`src/hdl/lidar_point_decimate_rotate_unit_assert.svh`:
```
// assertion macros for the lidar point rotate block
`ifndef LIDAR_POINT_DECIMATE_ROTATE_UNIT_ASSERT_SVH
`define LIDAR_POINT_DECIMATE_ROTATE_UNIT_ASSERT_SVH

// same-cycle implication
`define LPDR_ASSERT_NOW(lbl, clk, rst, ante, cons) \
  lbl: assert property (@(posedge clk) disable iff (rst) (ante) |-> (cons)) \
    else $error("lpdr assertion failed");

// next-cycle implication
`define LPDR_ASSERT_NEXT(lbl, clk, rst, ante, cons) \
  lbl: assert property (@(posedge clk) disable iff (rst) (ante) |=> (cons)) \
    else $error("lpdr assertion failed");

`endif

```
`src/hdl/lpdr_pkg.sv`:
```
package lpdr_pkg;

  localparam int COORD_BITS_DEF       = 20;
  localparam int MAX_CLOUD_POINTS_DEF = 1048576;

  localparam int QUAT_BITS  = 16;
  localparam int STEP_BITS  = 23;
  localparam int ACC_BITS   = 38;
  localparam int MID_BITS   = 47;
  localparam int FRAC_BITS  = 28;
  localparam int IDX_FRAC   = 16;
  localparam int NUM_STEPS  = 24;
  localparam int STEP_CNT_BITS = $clog2(NUM_STEPS);
  localparam int CFG_IDX_BITS  = 3;
  localparam int CFG_DATA_BITS = STEP_BITS;

  // register indexes
  localparam logic [CFG_IDX_BITS-1:0] CFG_QUAT_W = 3'd0;
  localparam logic [CFG_IDX_BITS-1:0] CFG_QUAT_X = 3'd1;
  localparam logic [CFG_IDX_BITS-1:0] CFG_QUAT_Y = 3'd2;
  localparam logic [CFG_IDX_BITS-1:0] CFG_QUAT_Z = 3'd3;
  localparam logic [CFG_IDX_BITS-1:0] CFG_STEP   = 3'd4;

  localparam logic signed [QUAT_BITS-1:0] QUAT_W_RESET = 16'sd16384;
  localparam logic [STEP_BITS-1:0]        STEP_RESET   = 23'd65536;

  typedef enum logic [1:0] {
    ST_IDLE,
    ST_CALC,
    ST_DONE
  } state_t;

  // multiplier vector operand
  typedef enum logic [2:0] {
    OP_VX,
    OP_VY,
    OP_VZ,
    OP_TW,
    OP_TX,
    OP_TY,
    OP_TZ
  } opnd_t;

  // multiplier quaternion operand
  typedef enum logic [1:0] {
    Q_W,
    Q_X,
    Q_Y,
    Q_Z
  } qsel_t;

  typedef struct packed {
    opnd_t      a_sel;
    qsel_t      q_sel;
    logic       neg;
    logic       first;
    logic       last;
    logic       ph2;
    logic [1:0] dst;
    logic       fin;
  } sched_t;

  function automatic sched_t mk(input opnd_t a, input qsel_t q, input logic neg,
                                input logic first, input logic last,
                                input logic ph2, input logic [1:0] dst,
                                input logic fin);
    sched_t r;
    r.a_sel = a;
    r.q_sel = q;
    r.neg   = neg;
    r.first = first;
    r.last  = last;
    r.ph2   = ph2;
    r.dst   = dst;
    r.fin   = fin;
    return r;
  endfunction

  // first pass forms t = q*v, second pass r = t*conj(q), one product a step
  function automatic sched_t sched(input logic [STEP_CNT_BITS-1:0] s);
    sched_t r;
    case (s)
      5'd0:  r = mk(OP_VX, Q_X, 1'b1, 1'b1, 1'b0, 1'b0, 2'd0, 1'b0);
      5'd1:  r = mk(OP_VY, Q_Y, 1'b1, 1'b0, 1'b0, 1'b0, 2'd0, 1'b0);
      5'd2:  r = mk(OP_VZ, Q_Z, 1'b1, 1'b0, 1'b1, 1'b0, 2'd0, 1'b0);
      5'd3:  r = mk(OP_VX, Q_W, 1'b0, 1'b1, 1'b0, 1'b0, 2'd1, 1'b0);
      5'd4:  r = mk(OP_VZ, Q_Y, 1'b0, 1'b0, 1'b0, 1'b0, 2'd1, 1'b0);
      5'd5:  r = mk(OP_VY, Q_Z, 1'b1, 1'b0, 1'b1, 1'b0, 2'd1, 1'b0);
      5'd6:  r = mk(OP_VY, Q_W, 1'b0, 1'b1, 1'b0, 1'b0, 2'd2, 1'b0);
      5'd7:  r = mk(OP_VZ, Q_X, 1'b1, 1'b0, 1'b0, 1'b0, 2'd2, 1'b0);
      5'd8:  r = mk(OP_VX, Q_Z, 1'b0, 1'b0, 1'b1, 1'b0, 2'd2, 1'b0);
      5'd9:  r = mk(OP_VZ, Q_W, 1'b0, 1'b1, 1'b0, 1'b0, 2'd3, 1'b0);
      5'd10: r = mk(OP_VY, Q_X, 1'b0, 1'b0, 1'b0, 1'b0, 2'd3, 1'b0);
      5'd11: r = mk(OP_VX, Q_Y, 1'b1, 1'b0, 1'b1, 1'b0, 2'd3, 1'b0);
      5'd12: r = mk(OP_TW, Q_X, 1'b1, 1'b1, 1'b0, 1'b1, 2'd0, 1'b0);
      5'd13: r = mk(OP_TX, Q_W, 1'b0, 1'b0, 1'b0, 1'b1, 2'd0, 1'b0);
      5'd14: r = mk(OP_TY, Q_Z, 1'b1, 1'b0, 1'b0, 1'b1, 2'd0, 1'b0);
      5'd15: r = mk(OP_TZ, Q_Y, 1'b0, 1'b0, 1'b1, 1'b1, 2'd0, 1'b0);
      5'd16: r = mk(OP_TW, Q_Y, 1'b1, 1'b1, 1'b0, 1'b1, 2'd1, 1'b0);
      5'd17: r = mk(OP_TX, Q_Z, 1'b0, 1'b0, 1'b0, 1'b1, 2'd1, 1'b0);
      5'd18: r = mk(OP_TY, Q_W, 1'b0, 1'b0, 1'b0, 1'b1, 2'd1, 1'b0);
      5'd19: r = mk(OP_TZ, Q_X, 1'b1, 1'b0, 1'b1, 1'b1, 2'd1, 1'b0);
      5'd20: r = mk(OP_TW, Q_Z, 1'b1, 1'b1, 1'b0, 1'b1, 2'd2, 1'b0);
      5'd21: r = mk(OP_TX, Q_Y, 1'b1, 1'b0, 1'b0, 1'b1, 2'd2, 1'b0);
      5'd22: r = mk(OP_TY, Q_X, 1'b0, 1'b0, 1'b0, 1'b1, 2'd2, 1'b0);
      5'd23: r = mk(OP_TZ, Q_W, 1'b0, 1'b0, 1'b1, 1'b1, 2'd2, 1'b1);
      default: r = mk(OP_VX, Q_W, 1'b0, 1'b0, 1'b0, 1'b0, 2'd0, 1'b0);
    endcase
    return r;
  endfunction

endpackage

```
`src/hdl/lidar_point_decimate_rotate_unit.sv`:
```
// kept point: the result word is formed by 24 passes through one shared 47x16 multiply-accumulate
// unit plus load and unload; no new point is taken until the result word is loaded.
// decimated or dropped point: accepted with no stall and no result word; the next point may follow straight away.
// a waiting result word sits in the output register while the next point is taken.
// rst is synchronous, active high: config returns to identity quaternion and unit step,
// point index and keep accumulator clear, no result word is pending.
`include "lidar_point_decimate_rotate_unit_assert.svh"

module lidar_point_decimate_rotate_unit #(
  parameter int COORD_BITS       = lpdr_pkg::COORD_BITS_DEF,
  parameter int MAX_CLOUD_POINTS = lpdr_pkg::MAX_CLOUD_POINTS_DEF
) (
  input  logic                                   clk,
  input  logic                                   rst,

  input  logic                                   cfg_write,
  input  logic [lpdr_pkg::CFG_IDX_BITS-1:0]      cfg_index,
  input  logic [lpdr_pkg::CFG_DATA_BITS-1:0]     cfg_data,

  input  logic                                   in_valid,
  output logic                                   in_stall,
  input  logic                                   cloud_start,
  input  logic signed [COORD_BITS-1:0]           point_x,
  input  logic signed [COORD_BITS-1:0]           point_y,
  input  logic signed [COORD_BITS-1:0]           point_z,
  input  logic [7:0]                             reflectivity,

  output logic                                   out_valid,
  input  logic                                   out_stall,
  output logic signed [COORD_BITS:0]             local_x,
  output logic signed [COORD_BITS:0]             local_y,
  output logic signed [COORD_BITS:0]             local_z,
  output logic signed [COORD_BITS-1:0]           raw_x,
  output logic signed [COORD_BITS-1:0]           raw_y,
  output logic signed [COORD_BITS-1:0]           raw_z,
  output logic [7:0]                             reflect_out
);

  localparam int OW  = COORD_BITS + 1;
  localparam int QW  = lpdr_pkg::QUAT_BITS;
  localparam int MW  = lpdr_pkg::MID_BITS;
  localparam int PW  = MW + QW;
  localparam int AW  = PW + 3;
  localparam int SB  = lpdr_pkg::STEP_BITS;
  localparam int ACW = lpdr_pkg::ACC_BITS;
  localparam int IW  = $clog2(MAX_CLOUD_POINTS);
  localparam int TW  = IW + lpdr_pkg::IDX_FRAC;
  localparam int CW  = ((ACW > TW) ? ACW : TW) + 1;
  localparam int SCW = lpdr_pkg::STEP_CNT_BITS;

  localparam logic [IW-1:0] IDX_LAST = IW'(MAX_CLOUD_POINTS - 1);
  localparam logic signed [AW-1:0] HALF   = AW'(1) <<< (lpdr_pkg::FRAC_BITS - 1);
  localparam logic signed [AW-1:0] MID_HI = (AW'(1) <<< (MW - 1)) - AW'(1);
  localparam logic signed [AW-1:0] MID_LO = -MID_HI;
  localparam logic signed [AW-1:0] OUT_HI = (AW'(1) <<< COORD_BITS) - AW'(1);
  localparam logic signed [AW-1:0] OUT_LO = -OUT_HI - AW'(1);

  // configuration
  logic signed [QW-1:0] quat_w, quat_x, quat_y, quat_z;
  logic [SB-1:0]        decimation_step;

  // decimation state
  logic [IW-1:0]  point_index;
  logic [ACW-1:0] keep_accumulator;

  // sequencer and datapath
  lpdr_pkg::state_t state, state_next;
  logic                 issuing;
  logic [SCW-1:0]       step;
  logic                 prod_valid;
  lpdr_pkg::sched_t     pipe;
  logic signed [PW-1:0] prod;
  logic signed [AW-1:0] acc;
  logic signed [OW-1:0] vx, vy, vz;
  logic signed [MW-1:0] tq [4];
  logic signed [OW-1:0] rx, ry, rz;
  logic signed [COORD_BITS-1:0] cap_x, cap_y, cap_z;
  logic [7:0]           cap_refl;

  logic in_fire;
  logic out_take;
  logic load_out;
  logic start_calc;
  logic keep;
  logic drop;
  logic [IW-1:0]  idx_cur;
  logic [IW-1:0]  idx_next;
  logic [ACW-1:0] acc_base;
  logic [ACW:0]   acc_add;
  logic [ACW-1:0] acc_kept;

  lpdr_pkg::sched_t     cur_sched;
  logic signed [MW-1:0] a_mux;
  logic signed [QW-1:0] q_mux;
  logic signed [AW-1:0] addend;
  logic signed [AW-1:0] sum_base;
  logic signed [AW-1:0] acc_sum;
  logic signed [AW-1:0] shifted;
  logic signed [MW-1:0] t_clamped;
  logic signed [OW-1:0] r_sat;

  assign in_stall = (state != lpdr_pkg::ST_IDLE);
  assign in_fire  = in_valid && !in_stall;
  assign out_take = out_valid && !out_stall;
  assign load_out = (state == lpdr_pkg::ST_DONE) && (!out_valid || !out_stall);

  // keep decision on the accepted point
  always_comb begin
    idx_cur  = cloud_start ? '0 : point_index;
    idx_next = (idx_cur < IDX_LAST) ? idx_cur + IW'(1) : idx_cur;
    acc_base = cloud_start ? '0 : keep_accumulator;
    keep     = CW'(acc_base) <= (CW'(idx_cur) << lpdr_pkg::IDX_FRAC);
    acc_add  = {1'b0, acc_base} + (ACW + 1)'(decimation_step);
    acc_kept = acc_add[ACW] ? {ACW{1'b1}} : acc_add[ACW-1:0];
    drop     = (point_x <= 0) && (point_y == 0) && (point_z == 0);
    start_calc = in_fire && keep && !drop;
  end

  // operand selection for the shared multiplier
  always_comb begin
    cur_sched = lpdr_pkg::sched(step);
    case (cur_sched.a_sel)
      lpdr_pkg::OP_VX: a_mux = MW'(vx);
      lpdr_pkg::OP_VY: a_mux = MW'(vy);
      lpdr_pkg::OP_VZ: a_mux = MW'(vz);
      lpdr_pkg::OP_TW: a_mux = tq[0];
      lpdr_pkg::OP_TX: a_mux = tq[1];
      lpdr_pkg::OP_TY: a_mux = tq[2];
      lpdr_pkg::OP_TZ: a_mux = tq[3];
      default:         a_mux = '0;
    endcase
    case (cur_sched.q_sel)
      lpdr_pkg::Q_W: q_mux = quat_w;
      lpdr_pkg::Q_X: q_mux = quat_x;
      lpdr_pkg::Q_Y: q_mux = quat_y;
      default:       q_mux = quat_z;
    endcase
  end

  // accumulate, clamp the middle product, round and saturate the result
  always_comb begin
    addend = pipe.neg ? -AW'(prod) : AW'(prod);
    // second pass starts at one half so the shift rounds to nearest, ties up
    if (pipe.first) begin
      sum_base = pipe.ph2 ? HALF : '0;
    end else begin
      sum_base = acc;
    end
    acc_sum = sum_base + addend;
    if (acc_sum > MID_HI) begin
      t_clamped = MW'(MID_HI);
    end else if (acc_sum < MID_LO) begin
      t_clamped = MW'(MID_LO);
    end else begin
      t_clamped = MW'(acc_sum);
    end
    shifted = acc_sum >>> lpdr_pkg::FRAC_BITS;
    if (shifted > OUT_HI) begin
      r_sat = OW'(OUT_HI);
    end else if (shifted < OUT_LO) begin
      r_sat = OW'(OUT_LO);
    end else begin
      r_sat = OW'(shifted);
    end
  end

  always_comb begin
    state_next = state;
    unique case (state)
      lpdr_pkg::ST_IDLE: begin
        if (start_calc) state_next = lpdr_pkg::ST_CALC;
      end
      lpdr_pkg::ST_CALC: begin
        if (prod_valid && pipe.fin) state_next = lpdr_pkg::ST_DONE;
      end
      lpdr_pkg::ST_DONE: begin
        if (load_out) state_next = lpdr_pkg::ST_IDLE;
      end
      default: state_next = lpdr_pkg::ST_IDLE;
    endcase
  end

  always_ff @(posedge clk) begin
    if (rst) begin
      state <= lpdr_pkg::ST_IDLE;
    end else begin
      state <= state_next;
    end
  end

  // control registers
  always_ff @(posedge clk) begin
    if (rst) begin
      quat_w           <= lpdr_pkg::QUAT_W_RESET;
      quat_x           <= '0;
      quat_y           <= '0;
      quat_z           <= '0;
      decimation_step  <= lpdr_pkg::STEP_RESET;
      point_index      <= '0;
      keep_accumulator <= '0;
      issuing          <= 1'b0;
      step             <= '0;
      prod_valid       <= 1'b0;
      out_valid        <= 1'b0;
    end else begin
      if (cfg_write) begin
        unique case (cfg_index)
          lpdr_pkg::CFG_QUAT_W: quat_w <= cfg_data[QW-1:0];
          lpdr_pkg::CFG_QUAT_X: quat_x <= cfg_data[QW-1:0];
          lpdr_pkg::CFG_QUAT_Y: quat_y <= cfg_data[QW-1:0];
          lpdr_pkg::CFG_QUAT_Z: quat_z <= cfg_data[QW-1:0];
          lpdr_pkg::CFG_STEP:   decimation_step <= cfg_data[SB-1:0];
          default: ;
        endcase
      end
      if (in_fire) begin
        point_index      <= idx_next;
        keep_accumulator <= keep ? acc_kept : acc_base;
      end
      if (start_calc) begin
        issuing <= 1'b1;
        step    <= '0;
      end else if (issuing) begin
        if (step == SCW'(lpdr_pkg::NUM_STEPS - 1)) begin
          issuing <= 1'b0;
        end else begin
          step <= step + SCW'(1);
        end
      end
      prod_valid <= issuing;
      if (load_out) begin
        out_valid <= 1'b1;
      end else if (out_take) begin
        out_valid <= 1'b0;
      end
    end
  end

  // datapath registers
  always_ff @(posedge clk) begin
    if (start_calc) begin
      vx       <= OW'(point_z);
      vy       <= -OW'(point_y);
      vz       <= OW'(point_x);
      cap_x    <= point_x;
      cap_y    <= point_y;
      cap_z    <= point_z;
      cap_refl <= reflectivity;
    end
    if (issuing) begin
      prod <= a_mux * q_mux;
      pipe <= cur_sched;
    end
    if (prod_valid) begin
      acc <= acc_sum;
      if (pipe.last) begin
        if (!pipe.ph2) begin
          tq[pipe.dst] <= t_clamped;
        end else begin
          case (pipe.dst)
            2'd0:    rx <= r_sat;
            2'd1:    ry <= r_sat;
            default: rz <= r_sat;
          endcase
        end
      end
    end
    if (load_out) begin
      local_x     <= rx;
      local_y     <= ry;
      local_z     <= rz;
      raw_x       <= cap_x;
      raw_y       <= cap_y;
      raw_z       <= cap_z;
      reflect_out <= cap_refl;
    end
  end

  `LPDR_ASSERT_NEXT(a_start_calc, clk, rst, start_calc,
                    (state == lpdr_pkg::ST_CALC) && issuing && (step == '0))
  `LPDR_ASSERT_NOW(a_prod_in_calc, clk, rst, prod_valid || issuing,
                   state == lpdr_pkg::ST_CALC)
  `LPDR_ASSERT_NEXT(a_load_out, clk, rst, load_out,
                    out_valid && (state == lpdr_pkg::ST_IDLE))
  `LPDR_ASSERT_NEXT(a_acc_grows, clk, rst, in_fire && !cloud_start,
                    keep_accumulator >= $past(keep_accumulator))
  `LPDR_ASSERT_NOW(a_index_range, clk, rst, 1'b1, point_index <= IDX_LAST)

endmodule
```
`config.mk`:
```
export PLATFORM = sky130hd
export DESIGN_NAME = lidar_point_decimate_rotate_unit
export DESIGN_NICKNAME = d
export VERILOG_FILES = /design/src/hdl/lpdr_pkg.sv /design/src/hdl/lidar_point_decimate_rotate_unit.sv
export VERILOG_INCLUDE_DIRS = /design/src /design/src/hdl
export SDC_FILE = /design/constraint.sdc
export NUM_CORES = 2
export LEC_CHECK = 0
export BUFFER_PORTS_ARGS = -buffer_cell sky130_fd_sc_hd__buf_4
export CELL_PAD_IN_SITES_DETAIL_PLACEMENT = 0
export CELL_PAD_IN_SITES_GLOBAL_PLACEMENT = 1
export CORE_ASPECT_RATIO = 1.25
export CORE_MARGIN = 3
export CORE_UTILIZATION = 46
export CTS_CLUSTER_SIZE = 28
export DETAILED_ROUTE_END_ITERATION = 12
export PLACE_DENSITY_LB_ADDON = 0.1
export REMOVE_ABC_BUFFERS = 1
export SKIP_CTS_REPAIR_TIMING = 1
export SYNTH_ARGS = -nofsm -noshare
export SYNTH_HDL_FRONTEND = slang
export SYNTH_SLANG_ARGS = --single-unit
```
`constraint.sdc`:
```
create_clock -name clk -period 8.5 [get_ports clk]
set_input_delay 1.7 -clock clk [delete_from_list [all_inputs] [get_ports clk]]
set_output_delay 1.7 -clock clk [all_outputs]
set_load 0.02 [all_outputs]
```
# Word level (Yosys, flattened, before mapping)
# Memory sizes are Yosys's and may differ from the RTL's. A register that Yosys moved wholly into a read port is not among the register bits.
# Cells that the tools add are included.
# classes
add_sub_neg	6
multipliers	1
n_lt_le_gt_ge	7
eq_ne	19
n_mux	29
bitwise	2
n_reduce_logical	34
# ops
cell	count
47-bit case mux with 7 select lines	1
66-bit 2-to-1 mux	2
38-bit 2-to-1 mux	3
47-bit 2-to-1 mux	2
66-bit adder	1
66-bit by 47-bit greater-than comparator with 1-bit output (second input constant)	1
66-bit by 47-bit less-than comparator with 1-bit output (second input constant)	1
63-bit negation with 66-bit output	1
32-bit zero test	2
47-bit by 16-bit multiplier with 63-bit output	1
16-bit case mux with 3 select lines	1
21-bit 2-to-1 mux	2
20-bit 2-to-1 mux	2
38-bit by 23-bit adder with 39-bit output	1
38-bit by 21-bit greater-than comparator with 1-bit output (second input constant)	1
38-bit by 36-bit <= comparator with 1-bit output	1
38-bit by 21-bit less-than comparator with 1-bit output (second input constant)	1
28-bit 2-to-1 mux	1
20-bit negation with 21-bit output	1
20-bit by 1-bit adder with 20-bit output (second input constant)	1
20-bit by 1-bit <= comparator with 1-bit output (second input constant)	1
20-bit less-than comparator (second input constant)	1
3-bit by 2-bit equality test with 1-bit output (second input constant)	4
3-bit equality test (second input constant)	4
other kinds (21)	61
# totals
register_bits	614
ram_bits	188
mem_bits_ro	384
inputBits	100
elab_cells	137
mem_count	2
# mem_list
memory	words	word_bits	read_ports	rd_clocked_by_memory_dff	write_ports	line	rtl
(no name shown)	32	12	1	1	0	lpdr_pkg.sv:82	case (s)
tq	4	47	4	0	1	lidar_point_decimate_rotate_unit.sv:75	logic signed [MW-1:0] tq [4];

# Longest topological paths before layout
# depth
ltp_word	7
depth_mapped	35
depth_no_buf	32

# Worst setup path after synthesis
# OpenSTA, ideal clock, no wires.
# synth_timing
path_kind	register -> register
start	register, netlist name cur_sched[9]
end	register prod[62] (data pin)
setup_ps	262
arrival_time_ps	8770
path_slack_ps	-532
path_stages_with_launch	32
path_buffers	4
synth_period_minus_slack_ps	9032
cell_sequence	dfxtp_1 -> clkbuf_1 -> buf_1 -> buf_1 -> mux2i_1 -> nor3_1 -> a21oi_1 -> nand2_1 -> a221oi_1 -> nor2_1 -> fa_1 -> fa_1 -> fa_1 -> fa_1 -> fa_1 -> inv_1 -> fa_1 -> inv_1 -> ha_1 -> clkbuf_1 -> and4_1 -> o2111ai_1 -> or2_2 -> o21ai_1 -> a31o_2 -> a21o_1 -> a31oi_1 -> o31ai_1 -> a41oi_1 -> a21bo_2 -> o31ai_1 -> xnor2_1
# synth_via
elab_chain_len	3
word_cells_on_any_way	9
# synth_rtl
element	line	rtl
3-bit equality test, or another cell as far along	lidar_point_decimate_rotate_unit.sv:122	case (cur_sched.a_sel)
47-bit case mux with 7 select lines (*)	lidar_point_decimate_rotate_unit.sv:122	
47-bit by 16-bit multiplier with 63-bit output (*)	lidar_point_decimate_rotate_unit.sv:251	prod <= a_mux * q_mux;
end signal: assignment	lidar_point_decimate_rotate_unit.sv:251	
end: declaration	lidar_point_decimate_rotate_unit.sv:72	logic signed [PW-1:0] prod;
# Every way passes the cells marked *; elsewhere a longest branch is shown, timed or not.
# A chain may end at the register's enable or synchronous reset.

# Worst setup path after layout
# layout_timing
start	register, netlist name cur_sched[10]
end	register prod[61] (data pin)
# layout_via
elab_chain_len	3
word_cells_on_any_way	9
# layout_rtl
element	line
3-bit equality test, or another cell as far along	lidar_point_decimate_rotate_unit.sv:122
47-bit case mux with 7 select lines (*)	lidar_point_decimate_rotate_unit.sv:122
47-bit by 16-bit multiplier with 63-bit output (*)	lidar_point_decimate_rotate_unit.sv:251
# Marked as above.

==> out/qor.yml <==
syn_area_mm2: 0.0625
synth.avg_cell_area_um2: 9.88
clock_path_buffers: 3
finalNetCount: 7814
synth_simple_gate_area_share_pct: 15.0
cts_made_buffers: 83
crit_required_ns: 8.91
numClockSinks: 773
synth_top_family_by_area: "adder cells"
globalplace.congestion: 0.923
yosys.cell_types.count: 110
overflow: 0
total_power_mw: 23.7
slowest_delay_ns: 0.59
antenna_found_initial: 2
muxShareOfSynthArea_pct: 1.42
finalMaxSlewViolations: 0
crit_top_cell: "fa_1"
clk-insertion-delay-late_ns: 0.72
grt_max_degree: 89
areaGrowthSynthToFinish_pct: 15.6
tns_ns: 0
cp_max_fo: 6
io_buffers: 232
ys_seq_area_share_pct: 34.4
ant_nets: 0
htreeDepth: 3
relSlewSlack_pct: 26.5
rsz0062_at_grt: "true"
ys.flop_type: "edfxtp_1"
hold_viol_final: 0
ir_drop_v: 0.000268
synth_fa_ha_area_share_pct: 27.6
crit_path_start_kind: "register"
drc: 0
whs_ns: 0.399
root_buffer: "clkbuf_16"
power_density_mw_per_mm2: 328
synth_cells: 6333
grt_pass1_wl_um: 289000
place_ws_ns: -0.150
cts_tree: "done"
mostFrequentLayoutCells: "inv_1 (883), nand2_1 (821), fa_1 (691)"
synth_xor_area_share_pct: 3.19
p_leak_nw: 30.8
wl_per_cell_um: 22.1
crit_slowest_cell: "fa_2"
io-pin-count: 233
dieWidth_um: 336
ys_warn_count: 0
coreArea_mm2: 0.134
fmax_mhz: 121
synth_edf_count: 606
synth_area_leader_cell: "edfxtp_1"
via_count: 47300
die_area_mm2: 0.140
cp_data_arrival_time_ns: 8.70
rows: 150
dp_hpwl_um: 148000
avgViaCountPerCell: 5.52
clock_skew_ns: 0.0614
final_common_cell: "inv_1"
die_y_um: 418
first_pass_iters: 6
routed_wirelength_um: 189000
finalSetupViolCount: 0
drt_iter0_drc: 3103
synth-compound-area-share_pct: 11.1
clk_pin_slew_ns: 0.07
crit_type: "reg2reg"
fin_ws_ns: 0.211
cap_violations: 0
ys_top_cells_by_area: "edfxtp_1 (29%), fa_1 (22%), dfxtp_1 (5.3%), inv_1 (5.3%), ha_1 (5.2%)"
yosysTopAreaCellShare_pct: 29.1
end_kind: "register"
synth_async_sr_flop_share_pct: 0
track_usage_pct: 27.0
tightest_slew_ns: 1.10
min_period_ns: 8.29
grt_pass1_vias: 48900
initial_core_util_pct: 46.5
drive_above_1_share_pct: 14.5
hp-class: "reg2reg"
fin_crit_sh_pct: 97.5
ys_ff_latch: 773
status: "finished clean"
==> worst paths after layout <==
path / start / to / slack, ns / cells after the start
setup / recovery: cur_sched[10]$_DFF_P_ / prod[61]$_DFFE_PP_ / 0.21 / 34
hold reg to reg: rx[17]$_DFFE_PP_ / local_x[17]$_DFFE_PP_ / 0.40 / 0
hold / removal: rx[17]$_DFFE_PP_ / local_x[17]$_DFFE_PP_ / 0.40 / 0
setup reg to reg: cur_sched[10]$_DFF_P_ / prod[61]$_DFFE_PP_ / 0.21 / 34
==> routing by layer <==
layer	vias to the layer above	wire [µm]	GRT usage [%]
met5	-	13	0
met4	2	7520	9.77
met3	292	10400	2.90
met2	1403	91000	45.6
met1	23800	80100	36.0
li1	21800	-	-
==> flip-flops by register name, indices dropped and copies added (netlist names), 19 cells and up <==
| register | count |
|---|---|
| cap_z | 20 |
| point_index | 20 |
| raw_z | 20 |
| cap_y | 19 |
| prod | 63 |
| ry | 21 |
| rz | 21 |
| raw_y | 20 |
| decimation_step | 23 |
| local_x | 21 |
| tq | 188 |
| acc | 66 |
| local_y | 21 |
| vy | 21 |
| keep_accumulator | 38 |
| raw_x | 20 |
| rx | 21 |
| cap_x | 20 |
| local_z | 21 |
==> Yosys cell counts (17+ instances only) <==
cell and n:
a221oi_1 33, a21oi_1 353, nor3_1 63, nand2_1 828
o21ai_1 58, a22oi_1 35, o31ai_1 27, or2_2 18
or3_1 24, a22o_1 29, o21ai_0 125, nand3_1 66
o211ai_1 17, nor2_1 594, xor2_1 66, nand2b_1 79
a31oi_1 40, and2_1 53, edfxtp_1 606, inv_1 887
a211oi_1 31, o21a_1 42, ha_1 261, nand4_1 59
mux2i_1 45, a21o_1 107, xnor2_1 156, and3_1 45
fa_1 699, clkbuf_1 253, o21bai_1 24, a31o_1 23
dfxtp_1 167, buf_2 26, nor2b_1 121, nor4_1 35
==> worst max-delay path, delay by kind of cell, from the launching register on <==
kind | cells | cell delay, ns
AOI/OAI and AO/OA | 11 | 2.09
and+or+nand+nor | 5 | 0.62
adders and majority gates | 7 | 3.39
buffers and inverters | 10 | 1.27
xor gates and xnor gates | 1 | 0.15
DFF | 1 | 0.43
==> cell type report <==
cell class | instances | area (µm²)
diodes | 1 | 2.50
inverters | 891 | 3360
flip-flops and latches | 773 | 21600
well taps | 1748 | 2190
multi-input cells | 4372 | 37100
repair buffers | 633 | 5270
fillers | 12300 | 62100
clock inverters | 55 | 593
clock buffers | 96 | 2160
==> cells by family after synthesis <==
group	count (synthesis)
simple gates	2057
buf+inv	1190
compound gates	1057
fa+ha+maj	960
flops	773
xor+xnor	225
mux	71
==> power breakdown <==
part	switching (mW)	internal (mW)	leakage (nW)	total (mW)
Combinational	9.03	5.65	22.6	14.7
Clock	1.65	2.00	1.32	3.64
Sequential	0.243	5.14	6.87	5.38
Total	10.9	12.8	30.8	23.7
==> per-stage QoR <==
stage,cells,utilization [%],instance area (µm²)
detailed placement,8387,51.1,68700
floorplan,6034,-,61300
global route,8569,53.8,72300
finish,8569,53.8,72300
CTS,8538,53.1,71400
global placement,8387,51.1,68700
(Power assumes the default switching activity.)
